`src/sv/dmm_ram.sv`:
```
// ----------------------------------------------------------------------------
// dmm_ram
// Simple dual-port RAM: one write port, one read port with registered data.
// ----------------------------------------------------------------------------
module dmm_ram #(
    parameter int WIDTH = 16,
    parameter int DEPTH = 64,
    parameter int AW    = (DEPTH > 1) ? $clog2(DEPTH) : 1
) (
    input  logic             clk,
    input  logic             we,
    input  logic [AW-1:0]    waddr,
    input  logic [WIDTH-1:0] wdata,
    input  logic [AW-1:0]    raddr,
    output logic [WIDTH-1:0] rdata
);

    logic [WIDTH-1:0] mem [0:DEPTH-1];
    logic [WIDTH-1:0] rdata_reg;

    always_ff @(posedge clk)
    begin
        if (we)
        begin
            mem[waddr] <= wdata;
        end
        rdata_reg <= mem[raddr];
    end

    assign rdata = rdata_reg;

endmodule

```
`config.mk`:
```
export PLATFORM = sky130hd
export DESIGN_NAME = dmm_ram
export DESIGN_NICKNAME = d
export VERILOG_FILES = /design/src/sv/dmm_ram.sv
export SDC_FILE = /design/constraint.sdc
export NUM_CORES = 1
export LEC_CHECK = 0
export BUFFER_PORTS_ARGS = -buffer_cell sky130_fd_sc_hd__buf_2
export CAP_MARGIN = 20
export CORE_MARGIN = 10
export CORE_UTILIZATION = 25
export DETAILED_ROUTE_END_ITERATION = 7
export PLACE_DENSITY = 0.42
export RECOVER_POWER = 25
export SYNTH_ARGS = -nofsm -noshare
export SYNTH_HDL_FRONTEND = slang
export SYNTH_SLANG_ARGS = --single-unit
export TNS_END_PERCENT = 10
```
`constraint.sdc`:
```
create_clock -name clk -period 5.25 [get_ports clk]
set_input_delay 0.2625 -clock clk [delete_from_list [all_inputs] [get_ports clk]]
set_output_delay 0.2625 -clock clk [all_outputs]
set_load 0.02 [all_outputs]
```
Word-level counts from Yosys, hierarchy flattened:

Memory sizes are Yosys's and may differ from the RTL's. A register that Yosys moved wholly into a read port is not among the register bits.
Index checks and enable logic that the tools add are counted.

* memories kept: 1
* logic and storage cells: 3
* output and inout port bits: 16
* input bits: 30
* memory bits (writable): 1024
* bits in registers: 0

* muxes and demuxes: 2

Memory list
* mem: words 64, bits a word 16, read ports 1, clocked after memory_dff 1, write ports 1, RTL line 18 `logic [WIDTH-1:0] mem [0:DEPTH-1];`

Operators by type and width (number)
* 1-bit 2-to-1 mux: 2

Longest topological paths before layout:

Gate-level depths: netlist of run 1.

* word-level depth: 2
* mapped depth: 10

Worst setup path after synthesis of run 1:

No wires, ideal clock.

* path kind: input to register
* start: input port waddr[3]
* end: memory mem[48][0], enable pin
* slack: 2.953 ns
* cell stages on the path: 4
* data arrival time: 1.888 ns
* path buffers: 1
* data required time: 4.841 ns
* cell sequence: clkbuf_1 > nor2b_1 > nand4b_1 > nor3_1

RTL lines
* start: declaration: RTL line 12 `input logic [AW-1:0] waddr,`
* end: declaration: RTL line 18

Straight into the memory's write port.

Final worst setup path of run 1:

* start: input port wdata[15]
* end: memory mem[47][15], data pin

RTL lines
* start: declaration: RTL line 13 `input logic [WIDTH-1:0] wdata,`

Straight into the memory's write port.

==> results of run 1 <==
## cells by family (layout without fill, tap and decap cells)
logic type | Yosys count | after routing | share of synthesized area, %
flip-flops | 1040 | 1040 | 77.6
multiplexers | 336 | 336 | 15.5
AND/OR/NAND/NOR | 220 | 220 | 2.65
AO/OA/AOI/OAI | 129 | 129 | 2.41
buffers and inverters | 104 | 363 | 1.83
other | 0 | 4 | 0
## report_power, final
part / switching [mW] / internal [mW] / total, mW / leakage, nW
clock network: 3.18 / 4.77 / 7.96 / 1.83
logic: 0.588 / 0.301 / 0.889 / 3.34
registers: 0.0428 / 9.21 / 9.25 / 9.35
total: 3.81 / 14.3 / 18.1 / 14.5
## cell type report
class	instances	area, sq um
Fill cell	15300	112000
Sequential cell	1040	31100
Multi-Input combinational cell	685	8270
Clock buffer	146	3110
Tap cell	2072	2590
Timing Repair Buffer	155	1140
Clock inverter	62	622
Antenna cell	4	10.0
## worst max path at each step
stage | from | endpoint | cells past startpoint
floorplan | waddr[3] | mem[48][0]$_DFFE_PP_ | 4
global placement | raddr[1] | rdata[5]$_DFF_P_ | 6
detailed placement | raddr[1] | rdata[5]$_DFF_P_ | 6
CTS | raddr[1] | rdata[2]$_DFF_P_ | 6
global route | wdata[15] | mem[41][15]$_DFFE_PP_ | 2
finish | wdata[15] | mem[47][15]$_DFFE_PP_ | 2
## per-layer routing
metal | vias to the layer above | share of wire, %
met1 | 10300 | 43
li1 | 8029 | -
met2 | 461 | 51
met5 | - | 0.012
met4 | 2 | 1.8
met3 | 148 | 4.6
## cells in the mapped netlist (all sizes together)
library cell,instances,area [sq um]
o21ai,8,40.0
a22o,6,52.6
a22oi,39,293
nor2,74,283
or3,1,6.26
nor3,2,10.0
and4,5,43.8
a211o,8,70.1
a41oi,5,43.8
a21oi,17,85.1
mux4,224,5060
nor2b,30,188
and2,2,12.5
nor4,3,37.5
buf,77,626
a221oi,16,140
or3b,1,8.76
nand3,24,120
a221o,6,60.1
nand4b,1,8.76
a211oi,8,60.1
a31oi,8,50.1
nand2b,3,18.8
clkbuf,27,108
mux2i,85,851
nand2,60,233
dfxtp,16,320
a311oi,8,70.1
nand3b,2,15.0
nand4,12,75.1
edfxtp,1024,30700
mux2,27,304
## through the flow
step                utilization, %  std cells  hold slack [ns]  setup WS [ns]  power (mW)
finish                        29.5       4164            0.231           2.22        18.1
global route                  29.5       4161            0.225           1.88        18.7
CTS                           29.5       4160            0.143           2.29        18.3
detailed placement            27.2       3952            0.741           1.58        10.3
global placement              27.1       3948            0.746           1.61        10.3
floorplan                        -       1829            0.361           2.95        9.88
==> flow_summary.json, run 1 <==
{
  "final_cell_mix": "edfxtp_1, mux4_2, clkbuf_16, buf_4, mux2i_1",
  "synth_fp_nets": 1859,
  "outcome": "finished, violations left",
  "clk_pin_slew_ns": 0.06,
  "drv_cap": 11,
  "htree_levels": 3,
  "design_area_sq_um": 46800,
  "met3_usage_pct": 1.86,
  "viasPerCell": 4.55,
  "postCtsSetupRepairBufs": 0,
  "first_pass_iters": 6,
  "cts.sinks": 1040,
  "clk-insertion-delay-late_ns": 0.69,
  "rr_startpoint": "mem[6][6]$_DFFE_PP_",
  "crit_path_cell_trace": "clkbuf_1 -> clkbuf_1",
  "layout_commonest_cell": "edfxtp_1",
  "hold_path_depth": 3,
  "critPathLaunchType": "input port",
  "placementRows": 146,
  "via_count": 19000,
  "post-route-min-period_ns": 3.03,
  "die_w_um": 420,
  "slew_violations": 716,
  "p_leak_nw": 14.5,
  "worst_pin_slew_ns": 3.67,
  "finClkSkew_ns": 0.0240,
  "cpMaxStageDelayCell": "clkbuf_1",
  "cts_tree": "yes",
  "clockRootBuffer": "clkbuf_16",
  "grt_pass1_wl_um": 157000,
  "cts_resized": 0,
  "numCtsBuffers": 113,
  "hp-class": "input port to flip-flop",
  "wire_per_inst_um": 26.6,
  "antenna_found_initial": 21,
  "critPathKind": "input port to flip-flop",
  "worstPathMaxFanout": 64,
  "worst_setup_path_end_kind": "flip-flop",
  "hold_path_startpoint": "raddr[5]",
  "dpl-instance-area_sq_um": 43100,
  "crit-reg2reg-capture": "rdata[6]$_DFF_P_",
  "tns_ns": 0,
  "die_area_sq_um": 177000,
  "crit_top_cell": "clkbuf_1",
  "p_per_area_nw_per_um2": 387,
  "hold_end": "rdata[4]$_DFF_P_",
  "met2_usage_pct": 21.5,
  "syn_inst": 1829,
  "drc": 0,
  "grt_overflow": 0,
  "final_nets": 2025,
  "rsz0062_at_grt": "no",
  "reg2regPathDepth": 4,
  "dpl.hpwl_um": 67000,
  "seq_area_frac_synth_pct": 77.6,
  "ys_warn_count": 0,
  "largest_reg_flops": 1024,
  "cts_buffer_depth": 3,
  "layout-drive-gt1-share_pct": 27.2,
  "violations": "max-capacitance violations, max-slew violations",
  "hold_violations": 0,
  "pin_count": 46,
  "crit_required_ns": 5.20,
  "fmax_mhz": 330,
  "grt.met1_usage_pct": 16.3,
  "grt_pass1_vias": 19800,
  "reg2reg_slack_ns": 3.06,
  "ir_drop_mv": 0.264,
  "setup_violations": 0,
  "grt_usage_pct": 12.4,
  "drt_iter0_markers": 1674,
  "critical_path.top_delay_family": "buffers and inverters",
  "ant_nets": 0,
  "portBuffers": 45,
  "synth_cell_types": 43,
  "totalWireLength_um": 111000,
  "area_delta_synth_final_pct": 16.9,
  "gp_congestion": 0.740,
  "postCtsHoldBufs": 0,
  "ys_ff_latch": 1040,
  "maxSlewHeadroom_pct": -144,
  "syn-cell-area_sq_um": 40000,
  "core_area_sq_um": 159000,
  "worstPathArrival_ns": 2.99,
  "avgSynthCellArea_sq_um": 21.9,
  "period_share_pct": 57.8,
  "dieHeight_um": 420,
  "grt_start_max_net_pins": 77,
  "worst-path-buf-inv": 2,
  "initial_utilization_pct": 25.2,
  "slowest_delay_ns": 2.56,
  "top_usage_layer": "met2"
}
(Power assumes the default switching activity.)
==> run 2, diff against run 1 <==
ABC_AREA = 1   (was unset)
PLACE_DENSITY = 0.44   (was 0.42)
clock period = 2.77 ns   (was 5.25 ns; I/O delays follow)
==> run 2 against run 1 <==
  * The flow still finishes with violations (max-capacitance violations, max-slew violations)
  * Global-route usage up 1.6 points
  * Register-to-register slack worse by 2.0 ns
  * Synthesized area up 5.1%
  * Final cell count up 42%
  * Largest cell class unchanged
==> flow_summary.json, run 2 <==
{
  "wire_per_inst_um": 22.5,
  "fin_total_pwr_mw": 34.5,
  "via_count": 27200,
  "dpl.hpwl_um": 76700,
  "worst_setup_path_end_kind": "flip-flop",
  "avgSynthCellArea_sq_um": 12.0,
  "final_cells": 5924,
  "post-route-min-period_ns": 2.11,
  "netlist_top_cells_area": "edfxtp_1, nand2_1, nand3_1",
  "hold_violations": 0,
  "first_pass_iters": 5,
  "synthTopCellsByCount": "nand2_1, edfxtp_1, nand3_1, buf_2, nor2_1",
  "crit_path_cell_trace": "clkbuf_1 -> clkbuf_1",
  "pin_count": 46,
  "worstPathMaxFanout": 33,
  "cts_resized": 0,
  "synth_cell_types": 16,
  "swShare_pct": 23.5,
  "outcome": "finished, violations left",
  "grt_start_max_net_pins": 83,
  "synth-edff-count": 1024,
  "placementRows": 150,
  "tns_ns": 0,
  "initial_utilization_pct": 25.2,
  "worst-path-buf-inv": 2,
  "grt_pass1_wl_um": 193000,
  "async_reset_ff_share_pct": 0,
  "cts_buffer_depth": 3,
  "slowest_delay_ns": 1.65,
  "crit_required_ns": 3.17,
  "violations": "max-capacitance violations, max-slew violations",
  "totalWireLength_um": 133000,
  "critPathKind": "input port to flip-flop",
  "critPathLaunchType": "input port",
  "n_fill_cell": 17100,
  "cts_tree": "yes",
  "numCtsBuffers": 111,
  "drv_cap": 9,
  "clk-insertion-delay-late_ns": 0.73,
  "p_per_area_nw_per_um2": 704,
  "die_area_sq_um": 185000,
  "worstPathArrival_ns": 2.50,
  "die_w_um": 430,
  "drt_iter0_markers": 2476,
  "synth_fp_nets": 3547,
  "period_share_pct": 76.1,
  "crit_top_cell": "clkbuf_1",
  "grt_overflow": 0,
  "grt_usage_pct": 14.0,
  "dp.cells": 5704,
  "finClkSkew_ns": 0.0349,
  "maxSlewHeadroom_pct": -78.6,
  "final_nets": 3653,
  "dieHeight_um": 430,
  "power.internal_mw": 26.4,
  "drc": 0,
  "fmax_mhz": 475,
  "viasPerCell": 4.58,
  "hp-class": "input port to flip-flop",
  "gp_congestion": 0.770,
  "yosysMostFrequentCell": "nand2_1",
  "ys_ff_latch": 1040,
  "ant_nets": 0,
  "synthFlopType": "edfxtp_1",
  "syn-cell-area_sq_um": 42100,
  "p_leak_nw": 17.2,
  "power.share.clock_pct": 42.8,
  "switchingPower_mw": 8.11,
  "layout-drive-gt1-share_pct": 10.2,
  "cts.sinks": 1040,
  "pwr-share-comb_pct": 6.6,
  "portBuffers": 45,
  "syn_inst": 3517,
  "core_area_sq_um": 167000,
  "clockRootBuffer": "clkbuf_16",
  "critical_path.top_delay_family": "buffers and inverters",
  "slew_violations": 345,
  "yosys.area.top_type_share_pct": 73.0,
  "post-route-util_pct": 29.3,
  "rsz0062_at_grt": "no",
  "largest_reg_flops": 1024,
  "htree_levels": 3,
  "clk_pin_slew_ns": 0.06,
  "worst_pin_slew_ns": 2.68,
  "final_cell_mix": "nand2_1, edfxtp_1, nand3_1, buf_4, clkbuf_16",
  "regArea_sq_um": 31100,
  "ir_drop_mv": 0.527,
  "area_delta_synth_final_pct": 16.4,
  "synth_area_leader_cell": "edfxtp_1",
  "grt_pass1_vias": 26100,
  "seq_area_frac_synth_pct": 73.8,
  "multi_input_area_sq_um": 9650,
  "ys_warn_count": 0,
  "cpMaxStageDelayCell": "clkbuf_1",
  "antenna_found_initial": 15,
  "layout_commonest_cell": "nand2_1",
  "sequentialPowerShare_pct": 50.7,
  "setup_violations": 0
}
## run 2: power groups by stage
stage	sequential [mW]	combinational, mW	clock, mW
2_1_floorplan	17.8	1.17	0
3_3_place_gp	17.8	2.31	0
3_5_place_dp	17.8	2.31	0
4_1_cts	17.5	2.33	15.1
5_1_grt	17.5	2.50	15.7
6_report	17.5	2.28	14.8
## run 2: logic make-up after synthesis
family	after synthesis	share of synthesized area, %
buffers and inverters	237	3.54
DFF	1040	73.8
and+or+nand+nor	2240	22.7
## run 2: path summary, 6_finish.rpt
check | endpoint | slack, ns | start | cells after the start
worst max-delay path | mem[36][11]$_DFFE_PP_ | 0.66 | wdata[11] | 2
worst min-delay path | mem[14][11]$_DFFE_PP_ | 0.09 | waddr[3] | 3
worst min register to register | rdata[4]$_DFF_P_ | 0.81 | mem[60][4]$_DFFE_PP_ | 8
worst max register to register | rdata[15]$_DFF_P_ | 1.07 | mem[27][15]$_DFFE_PP_ | 8
## run 2: timing repair
action | in CTS | in global routing
buffers inserted | 0 | 0
endpoints found under the hold margin | 129 | 0
hold buffers | 10 | 0
## run 2: stage by stage
step | cell area (sq um) | setup slack [ns] | hold WS [ns]
floorplan | 42100 | 0.0774 | 0.237
global placement | 45400 | 0.325 | 0.590
detailed placement | 45400 | 0.292 | 0.587
CTS | 49100 | 0.812 | 0.00884
global route | 49000 | 0.511 | 0.0699
finish | 49000 | 0.663 | 0.0884
## run 2: cell type report
type	count	area share (%)
Clock inverter	71	1.35
Antenna cell	4	0.0204
Multi-Input combinational cell	2240	19.7
Clock buffer	135	5.89
Timing Repair Buffer	218	3.86
Sequential cell	1040	63.4
Inverter	12	0.166
Tap cell	2204	5.63
## run 2: layer usage
layer	global-route usage [%]	vias to the layer above	wire length [um]
met2	22.6	605	62100
met1	19.4	13800	61700
met3	2.18	179	6100
met4	3.64	2	3330
met5	0	-	7
li1	-	12600	-
