## config.mk

```make
export PLATFORM = sky130hd
export DESIGN_NAME = dmm_cell
export DESIGN_NICKNAME = d
export VERILOG_FILES = /design/src/sv/dmm_pkg.sv /design/src/sv/dmm_ram.sv /design/src/sv/dmm_cell.sv
export SDC_FILE = /design/constraint.sdc
export NUM_CORES = 1
export LEC_CHECK = 0
export BUFFER_PORTS_ARGS = -buffer_cell sky130_fd_sc_hd__buf_2
export CORE_MARGIN = 2
export CORE_UTILIZATION = 30
export CTS_BUF_LIST = sky130_fd_sc_hd__clkbuf_8
export CTS_CLUSTER_DIAMETER = 50
export DETAILED_ROUTE_END_ITERATION = 8
export GPL_ROUTABILITY_DRIVEN = 1
export PLACE_DENSITY_LB_ADDON = 0.2
export SLEW_MARGIN = 20
export SYNTH_ARGS = -nofsm -noshare
export SYNTH_HDL_FRONTEND = slang
export SYNTH_HIERARCHICAL = 1
export SYNTH_SLANG_ARGS = --single-unit
```

## constraint.sdc

```tcl
create_clock -name clk -period 6.6 [get_ports clk]
set_clock_uncertainty 0.1 [all_clocks]
set_input_delay 1.32 -clock clk [delete_from_list [all_inputs] [get_ports clk]]
set_output_delay 1.32 -clock clk [all_outputs]
set_load 0.02 [all_outputs]
```

## src/sv/dmm_pkg.sv

```systemverilog
// ----------------------------------------------------------------------------
// dmm_pkg
// Types, constants and helpers shared by the dense matrix multiply block.
// ----------------------------------------------------------------------------
package dmm_pkg;

    localparam int ELEM_W = 16;
    localparam int PROD_W = 2 * ELEM_W;
    localparam int ACC_W  = 35;
    localparam int IDX_W  = 3;
    localparam int DIM_W  = 4;
    localparam int CFG_AW = 2;

    typedef logic [DIM_W-1:0]  dim_t;
    typedef logic [CFG_AW-1:0] cfg_addr_t;

    localparam cfg_addr_t REG_ROWS_A     = 2'd0;
    localparam cfg_addr_t REG_INNER_SIZE = 2'd1;
    localparam cfg_addr_t REG_COLS_B     = 2'd2;

    localparam dim_t DIM_RESET = 4'd8;

    // One element of A moving down the cell chain
    typedef struct packed {
        logic                     valid;
        logic                     first;
        logic                     last;
        logic [IDX_W-1:0]         k;
        logic signed [ELEM_W-1:0] a;
    } a_flit_t;

    // Zero counts as one, anything above the limit is clamped
    function automatic dim_t eff_dim(input dim_t value, input dim_t max_dim);
        dim_t res;
        if (value == '0)
        begin
            res = dim_t'(1);
        end
        else if (value > max_dim)
        begin
            res = max_dim;
        end
        else
        begin
            res = value;
        end
        return res;
    endfunction

endpackage

```

## src/sv/dmm_ram.sv

```systemverilog
// ----------------------------------------------------------------------------
// dmm_ram
// Simple dual-port RAM: one write port, one read port with registered data.
// ----------------------------------------------------------------------------
module dmm_ram #(
    parameter int WIDTH = 16,
    parameter int DEPTH = 64,
    parameter int AW    = (DEPTH > 1) ? $clog2(DEPTH) : 1
) (
    input  logic             clk,
    input  logic             we,
    input  logic [AW-1:0]    waddr,
    input  logic [WIDTH-1:0] wdata,
    input  logic [AW-1:0]    raddr,
    output logic [WIDTH-1:0] rdata
);

    logic [WIDTH-1:0] mem [0:DEPTH-1];
    logic [WIDTH-1:0] rdata_reg;

    always_ff @(posedge clk)
    begin
        if (we)
        begin
            mem[waddr] <= wdata;
        end
        rdata_reg <= mem[raddr];
    end

    assign rdata = rdata_reg;

endmodule

```

## src/sv/dmm_cell.sv

```systemverilog
// ----------------------------------------------------------------------------
// dmm_cell
// One column cell: holds a column of B, multiplies each passing A element by
// the matching B entry and accumulates one C element. Accumulators also form
// a shift chain for unloading results.
// ----------------------------------------------------------------------------
module dmm_cell #(
    parameter int MAX_DIM = 8
) (
    input  logic                             clk,
    input  logic                             rst_n,
    input  dmm_pkg::a_flit_t                 flit_in,
    output dmm_pkg::a_flit_t                 flit_out,
    input  logic                             b_we,
    input  logic [dmm_pkg::IDX_W-1:0]        b_addr,
    input  logic signed [dmm_pkg::ELEM_W-1:0] b_data,
    input  logic                             shift_en,
    input  logic signed [dmm_pkg::ACC_W-1:0] acc_in,
    output logic signed [dmm_pkg::ACC_W-1:0] acc_out
);

    localparam int B_AW = (MAX_DIM > 1) ? $clog2(MAX_DIM) : 1;

    logic                               s1_valid_reg;
    logic                               s1_first_reg;
    logic                               s1_last_reg;
    logic [dmm_pkg::IDX_W-1:0]          s1_k_reg;
    logic signed [dmm_pkg::ELEM_W-1:0]  s1_a_reg;
    logic                               s2_valid_reg;
    logic                               s2_first_reg;
    logic signed [dmm_pkg::ELEM_W-1:0]  b_rdata;
    logic signed [dmm_pkg::PROD_W-1:0]  prod_reg;
    logic signed [dmm_pkg::PROD_W-1:0]  prod_next;
    logic signed [dmm_pkg::ACC_W-1:0]   acc_reg;
    logic signed [dmm_pkg::ACC_W-1:0]   prod_ext;

    // B entry is read as the element enters, so it lines up with stage 1
    dmm_ram #(
        .WIDTH (dmm_pkg::ELEM_W),
        .DEPTH (MAX_DIM),
        .AW    (B_AW)
    ) u_b_ram (
        .clk   (clk),
        .we    (b_we),
        .waddr (b_addr[B_AW-1:0]),
        .wdata (b_data),
        .raddr (flit_in.k[B_AW-1:0]),
        .rdata (b_rdata)
    );

    assign prod_next = s1_a_reg * b_rdata;
    assign prod_ext  = {{(dmm_pkg::ACC_W - dmm_pkg::PROD_W){prod_reg[dmm_pkg::PROD_W-1]}},
                        prod_reg};

    always_ff @(posedge clk or negedge rst_n)
    begin
        if (!rst_n)
        begin
            s1_valid_reg <= 1'b0;
            s2_valid_reg <= 1'b0;
        end
        else
        begin
            s1_valid_reg <= flit_in.valid;
            s2_valid_reg <= s1_valid_reg;
        end
    end

    always_ff @(posedge clk)
    begin
        s1_first_reg <= flit_in.first;
        s1_last_reg  <= flit_in.last;
        s1_k_reg     <= flit_in.k;
        s1_a_reg     <= flit_in.a;
        s2_first_reg <= s1_first_reg;
        prod_reg     <= prod_next;
        if (s2_valid_reg)
        begin
            acc_reg <= s2_first_reg ? prod_ext : acc_reg + prod_ext;
        end
        else if (shift_en)
        begin
            acc_reg <= acc_in;
        end
    end

    assign flit_out = {s1_valid_reg, s1_first_reg, s1_last_reg, s1_k_reg, s1_a_reg};
    assign acc_out  = acc_reg;

endmodule

```

After elaboration in Yosys (flattened, before gate mapping)
Memories as Yosys holds them, arrays and structs flattened. A register that Yosys moved wholly into a read port is not among the register bits.
Cells that the tools add are included.
{"block": "classes", "addsub": 1, "multipliers": 1, "n_mux": 5, "n_reduce_logical": 1}
{"op": "35-bit two-way mux", "count": 3}
{"op": "35-bit by 32-bit adder with 35-bit output", "count": 1}
{"op": "16-bit by 16-bit multiplier with 32-bit output", "count": 1}
{"op": "1-bit two-way mux", "count": 2}
{"op": "2-bit nonzero test", "count": 1}
{"block": "totals", "reg_bits": 91, "ramBits": 128, "inputBits": 80, "output_inout_bits": 57, "word_cells": 18, "memories": 1}
{"name": "u_b_ram.mem", "depth": 8, "width": 16, "rd": 1, "rd_ports_with_merged_regs": 1, "wr": 1, "line_no": "dmm_ram.sv:18", "source": "logic [WIDTH-1:0] mem [0:DEPTH-1];"}

Depth between registers and ports, before layout
{"block": "depth", "ltp_word": 3, "mapped_depth": 26, "ltp_nobuf": 25}

By module
The synthesis kept the hierarchy.
{"mod": "dmm_cell", "instances": 1, "cells_per_inst": 1572, "area_per_inst_um2": 14465.1}
{"mod": "dmm_ram", "instances": 1, "cells_per_inst": 214, "area_per_inst_um2": 5293.8}

Worst setup path before layout
OpenSTA, ideal clock, no wires.
{"block": "synth_path", "path_kind": "flip-flop to flip-flop", "startpoint": "reg s1_a_reg[15] (netlist bit)", "endpoint": "reg prod_reg[31] (netlist bit)", "setup_time_ns": 0.072, "arrival_time_ns": 6.285, "required_ns": 6.428, "setup_slack_ns": 0.143, "path_stages_with_launch": 23, "path_cell_list": "dfxtp_1 -> clkbuf_1 -> nand2_1 -> fa_1 -> inv_1 -> fa_1 -> fa_1 -> fa_1 -> fa_1 -> inv_1 -> fa_1 -> inv_1 -> ha_1 -> a21o_1 -> a21o_1 -> a21oi_1 -> o21ai_0 -> a31o_2 -> a31o_2 -> a41o_1 -> a211o_1 -> a21oi_1 -> xnor2_1"}
{"block": "synth_via", "elab_chain_cells": 1}
{"element": "start: declaration", "line_no": "dmm_cell.sv:28", "source": "logic signed [dmm_pkg::ELEM_W-1:0] s1_a_reg;"}
{"element": "start signal: assignment", "line_no": "dmm_cell.sv:74", "source": "s1_a_reg <= flit_in.a;"}
{"element": "16-bit by 16-bit multiplier with 32-bit output", "line_no": "dmm_cell.sv:51", "source": "assign prod_next = s1_a_reg * b_rdata;"}
{"element": "via prod_next, one bit", "line_no": "dmm_cell.sv:33", "source": "logic signed [dmm_pkg::PROD_W-1:0] prod_next;"}
{"element": "end signal: assignment", "line_no": "dmm_cell.sv:76", "source": "prod_reg <= prod_next;"}
{"element": "end: declaration", "line_no": "dmm_cell.sv:32", "source": "logic signed [dmm_pkg::PROD_W-1:0] prod_reg;"}
The timed path passes the listed nets, and every way through them passes these cells.
A chain may end at the register's enable or synchronous reset.

Worst setup path in the final report
{"block": "layout_path", "startpoint": "reg s1_a_reg[1] (netlist bit)", "endpoint": "reg prod_reg[30] (netlist bit)"}
The elaborated chain is that of the path after synthesis.

==> impl_metrics.prom <==
# TYPE chip_impl_metric gauge
chip_impl_metric{name="cts_htree_levels",unit=""} 2
chip_impl_metric{name="worstPathRequired",unit="ns"} 7.05
chip_impl_metric{name="area_growth",unit="%"} 15.2
chip_impl_metric{name="worstPathMaxFanout",unit=""} 10
chip_impl_info{name="cts_tree",value="done"} 1
chip_impl_metric{name="global_route_wire_length_before_repair",unit="mm"} 79.5
chip_impl_metric{name="die_area",unit="sq mm"} 0.0679
chip_impl_metric{name="dpl-instance-area",unit="sq mm"} 0.0217
chip_impl_info{name="crit_path_start_kind",value="flop"} 1
chip_impl_info{name="run_status",value="finished clean"} 1
chip_impl_metric{name="placedCellCount",unit=""} 2782
chip_impl_metric{name="ys_seq_area_share",unit="%"} 32.1
chip_impl_metric{name="largest_register_ff_count",unit=""} 128
chip_impl_metric{name="globalRouteTotalUtil",unit="%"} 15.1
chip_impl_info{name="cts.root.buffer_cell",value="sky130_fd_sc_hd__clkbuf_8"} 1
chip_impl_metric{name="worst_skew_pair.late_latency",unit="ns"} 0.62
chip_impl_metric{name="vias_per_cell",unit=""} 4.51
chip_impl_metric{name="first_iter_violations",unit=""} 586
chip_impl_metric{name="non_filler_cell_area_final",unit="sq mm"} 0.0228
chip_impl_metric{name="die_w",unit="um"} 261
chip_impl_metric{name="post_synth_instance_area",unit="sq mm"} 0.0198
chip_impl_metric{name="timing_worst_slew_pin_value",unit="ns"} 1.10
chip_impl_metric{name="nNetsFinal",unit=""} 2425
chip_impl_metric{name="relSlewSlack",unit="%"} 26.5
chip_impl_metric{name="wirelength",unit="mm"} 49.3
chip_impl_metric{name="synth-seq-cells",unit=""} 235
chip_impl_metric{name="dp.final_hpwl",unit="mm"} 38.5
chip_impl_metric{name="core",unit="sq mm"} 0.0655
chip_impl_metric{name="drtPass1Iterations",unit=""} 5
chip_impl_metric{name="clock_sinks",unit=""} 235
chip_impl_metric{name="antenna_found_initial",unit=""} 5
chip_impl_metric{name="placement_rows",unit=""} 94
chip_impl_info{name="critPathCaptureType",value="flop"} 1
chip_impl_metric{name="fin_tns_setup",unit="ns"} 0
chip_impl_metric{name="max_cap_viol_count",unit=""} 0
chip_impl_info{name="synth_ff_type",value="sky130_fd_sc_hd__edfxtp_1"} 1
chip_impl_info{name="top_cells_by_area_in_the_synthesized_netlist",value="sky130_fd_sc_hd__fa_1 27%, sky130_fd_sc_hd__edfxtp_1 25%, sky130_fd_sc_hd__ha_1 7.3%"} 1
chip_impl_metric{name="grt.overflow.total",unit=""} 0
chip_impl_metric{name="numPortBuffers",unit=""} 136
chip_impl_metric{name="number_of_enable_type_register_cells_in_the_synthesized_netlist",unit=""} 163
chip_impl_metric{name="avgSynthCellArea",unit="sq um"} 11.1
chip_impl_metric{name="asyncSetResetFlopFracSynth",unit="%"} 0.851
chip_impl_info{name="timing_startpoint_of_the_critical_path",value="s1_a_reg[1]$_DFF_P_"} 1
chip_impl_metric{name="synthesis.yosys.warnings",unit=""} 6
chip_impl_metric{name="yosys_top_cell_area_share",unit="%"} 26.6
chip_impl_metric{name="routabilityCongestion",unit=""} 0.853
chip_impl_info{name="yosys.area.top_type",value="sky130_fd_sc_hd__fa_1"} 1
chip_impl_info{name="top_cells_by_count_synth",value="327 x sky130_fd_sc_hd__inv_1, 263 x sky130_fd_sc_hd__fa_1, 163 x sky130_fd_sc_hd__edfxtp_1"} 1
chip_impl_info{name="r2r_path_start",value="s1_a_reg[1]$_DFF_P_"} 1
chip_impl_metric{name="grt_start_max_net_pins",unit=""} 56
chip_impl_metric{name="drive_gt1_share",unit="%"} 16.8
chip_impl_metric{name="slew_viol_final",unit=""} 0
chip_impl_info{name="timing_worst_setup_path_type",value="flop to flop"} 1
chip_impl_metric{name="post_layout_nonfiller_instances",unit=""} 2866
chip_impl_metric{name="io-pin-count",unit=""} 137
chip_impl_info{name="yosysMostFrequentCell",value="sky130_fd_sc_hd__inv_1"} 1
chip_impl_metric{name="finalHoldWorstSlack",unit="ns"} 0.245
chip_impl_metric{name="report.final.setup_viol",unit=""} 0
chip_impl_metric{name="post-route-drc-count",unit=""} 0
chip_impl_metric{name="period_needed",unit="ns"} 6.30
chip_impl_metric{name="detailroute.via_count",unit=""} 12900
chip_impl_metric{name="cp_data_arrival_time",unit="ns"} 6.75
chip_impl_metric{name="wire_per_inst",unit="um"} 17.2
chip_impl_metric{name="synthDistinctLibCells",unit=""} 63
chip_impl_metric{name="cts_max_path_buffers",unit=""} 3
chip_impl_metric{name="tritoncts_buffer_count",unit=""} 45
chip_impl_info{name="min_from",value="s1_first_reg$_DFF_P_"} 1
chip_impl_metric{name="floorplan.initialDensity",unit="%"} 30.2
chip_impl_info{name="timing.hold.worst.class",value="flop to flop"} 1
chip_impl_metric{name="clk_pin_slew",unit="ns"} 0.06
chip_impl_metric{name="syn-instance-count",unit=""} 1786
chip_impl_metric{name="die_height",unit="um"} 261
chip_impl_metric{name="report.final.hold_viol_count",unit=""} 0
chip_impl_metric{name="syn-num-nets",unit=""} 2245
chip_impl_metric{name="maximum_clock_frequency",unit="GHz"} 0.159
chip_impl_metric{name="finalCritPeriodShare",unit="%"} 95.5
chip_impl_metric{name="first_global_vias",unit=""} 14400
chip_impl_metric{name="drt.antenna.violating_nets",unit=""} 0
[logic make-up after synthesis]
| group | share of synthesized area, % |
|---|---|
| xor gates and xnor gates | 2.84 |
| adders and majority gates | 34.0 |
| AOI/OAI and AO/OA | 7.38 |
| DFF | 32.1 |
| muxes | 5.46 |
| buffers and inverters | 7.69 |
| and+or+nand+nor | 10.5 |
[placed cells by master, fill, tap and decap left out, types with 12 or more instances in the layout]
| cell type | count |
|---|---|
| sky130_fd_sc_hd__mux4_1 | 28 |
| sky130_fd_sc_hd__inv_1 | 344 |
| sky130_fd_sc_hd__xor2_1 | 20 |
| sky130_fd_sc_hd__buf_2 | 136 |
| sky130_fd_sc_hd__fa_1 | 263 |
| sky130_fd_sc_hd__and2_1 | 125 |
| sky130_fd_sc_hd__nand2_1 | 158 |
| sky130_fd_sc_hd__dfxtp_2 | 16 |
| sky130_fd_sc_hd__dfxtp_1 | 48 |
| sky130_fd_sc_hd__a21oi_1 | 92 |
| sky130_fd_sc_hd__a21o_1 | 22 |
| sky130_fd_sc_hd__nand2b_1 | 19 |
| sky130_fd_sc_hd__ha_1 | 115 |
| sky130_fd_sc_hd__o21ai_0 | 31 |
| sky130_fd_sc_hd__buf_4 | 59 |
| sky130_fd_sc_hd__edfxtp_1 | 163 |
| sky130_fd_sc_hd__nand3_1 | 12 |
| sky130_fd_sc_hd__mux2_2 | 19 |
| sky130_fd_sc_hd__xnor2_1 | 44 |
| sky130_fd_sc_hd__nor2_1 | 85 |
| sky130_fd_sc_hd__clkbuf_8 | 49 |
[worst max-delay path, stage by stage (launching register included)]
cell                       delay, ns
sky130_fd_sc_hd__dfxtp_2        0.49
sky130_fd_sc_hd__buf_4          0.22
sky130_fd_sc_hd__and2_1         0.15
sky130_fd_sc_hd__fa_1           0.43
sky130_fd_sc_hd__fa_1           0.45
sky130_fd_sc_hd__ha_1           0.20
sky130_fd_sc_hd__fa_1           0.48
sky130_fd_sc_hd__inv_1          0.05
sky130_fd_sc_hd__fa_1           0.49
sky130_fd_sc_hd__fa_1           0.49
sky130_fd_sc_hd__inv_1          0.04
sky130_fd_sc_hd__ha_1           0.22
sky130_fd_sc_hd__or4_1          0.55
sky130_fd_sc_hd__o21ai_2        0.09
sky130_fd_sc_hd__a21oi_2        0.08
sky130_fd_sc_hd__a221o_2        0.41
sky130_fd_sc_hd__a21oi_4        0.20
sky130_fd_sc_hd__o21ai_2        0.11
sky130_fd_sc_hd__a311oi_2       0.36
sky130_fd_sc_hd__o22ai_2        0.14
sky130_fd_sc_hd__o41ai_2        0.31
sky130_fd_sc_hd__xnor2_1        0.16
[metrics by stage]
| stage | utilization (%) | setup WS (ns) |
|---|---|---|
| after floorplan | - | 0.143 |
| after global placement | 33.2 | 0.0968 |
| after detailed placement | 33.2 | 0.0211 |
| after CTS | 34.6 | 0.0228 |
| after global routing | 34.7 | -0.00871 |
| final | 34.7 | 0.296 |
[area by class of cell]
class	count	area, sq um
fillers	6630	42800
multi-input cells	1158	12000
flip-flops and latches	235	6390
inverters	328	1230
repair buffers	198	1170
well taps	864	1080
clock buffers	49	674
clock inverters	32	248
diodes	2	5.00
[final timing paths]
path | end | slack [ns] | cells past startpoint
setup / recovery | prod_reg[30]$_DFF_P_ | 0.30 | 21
max in group asynchronous | s2_valid_reg$_DFF_PN0_ | 5.93 | 1
hold reg to reg | s2_first_reg$_DFF_P_ | 0.24 | 0
min in group asynchronous | s2_valid_reg$_DFF_PN0_ | 0.37 | 1
hold / removal | s2_first_reg$_DFF_P_ | 0.24 | 0
setup reg to reg | prod_reg[30]$_DFF_P_ | 0.30 | 21
[layer usage]
metal / track usage, % / part of all wire, % / vias up
li1: - / - / 6181
met1: 19.2 / 45 / 6430
met2: 25.9 / 48 / 240
met3: 3.10 / 4.9 / 83
met4: 4.71 / 2.3 / 4
met5: 0 / 0.047 / -
[timing repair]
| action | CTS | global route |
|---|---|---|
| setup buffers | 0 | 1 |
| pin swaps | 0 | 7 |
| hold buffers | 0 | 0 |
| setup endpoints to repair | 1 | 4 |
| gates resized for setup | 1 | 35 |
Power is not shown: default switching activity piles up to over one toggle a cycle in this logic, so the estimate is an artifact.
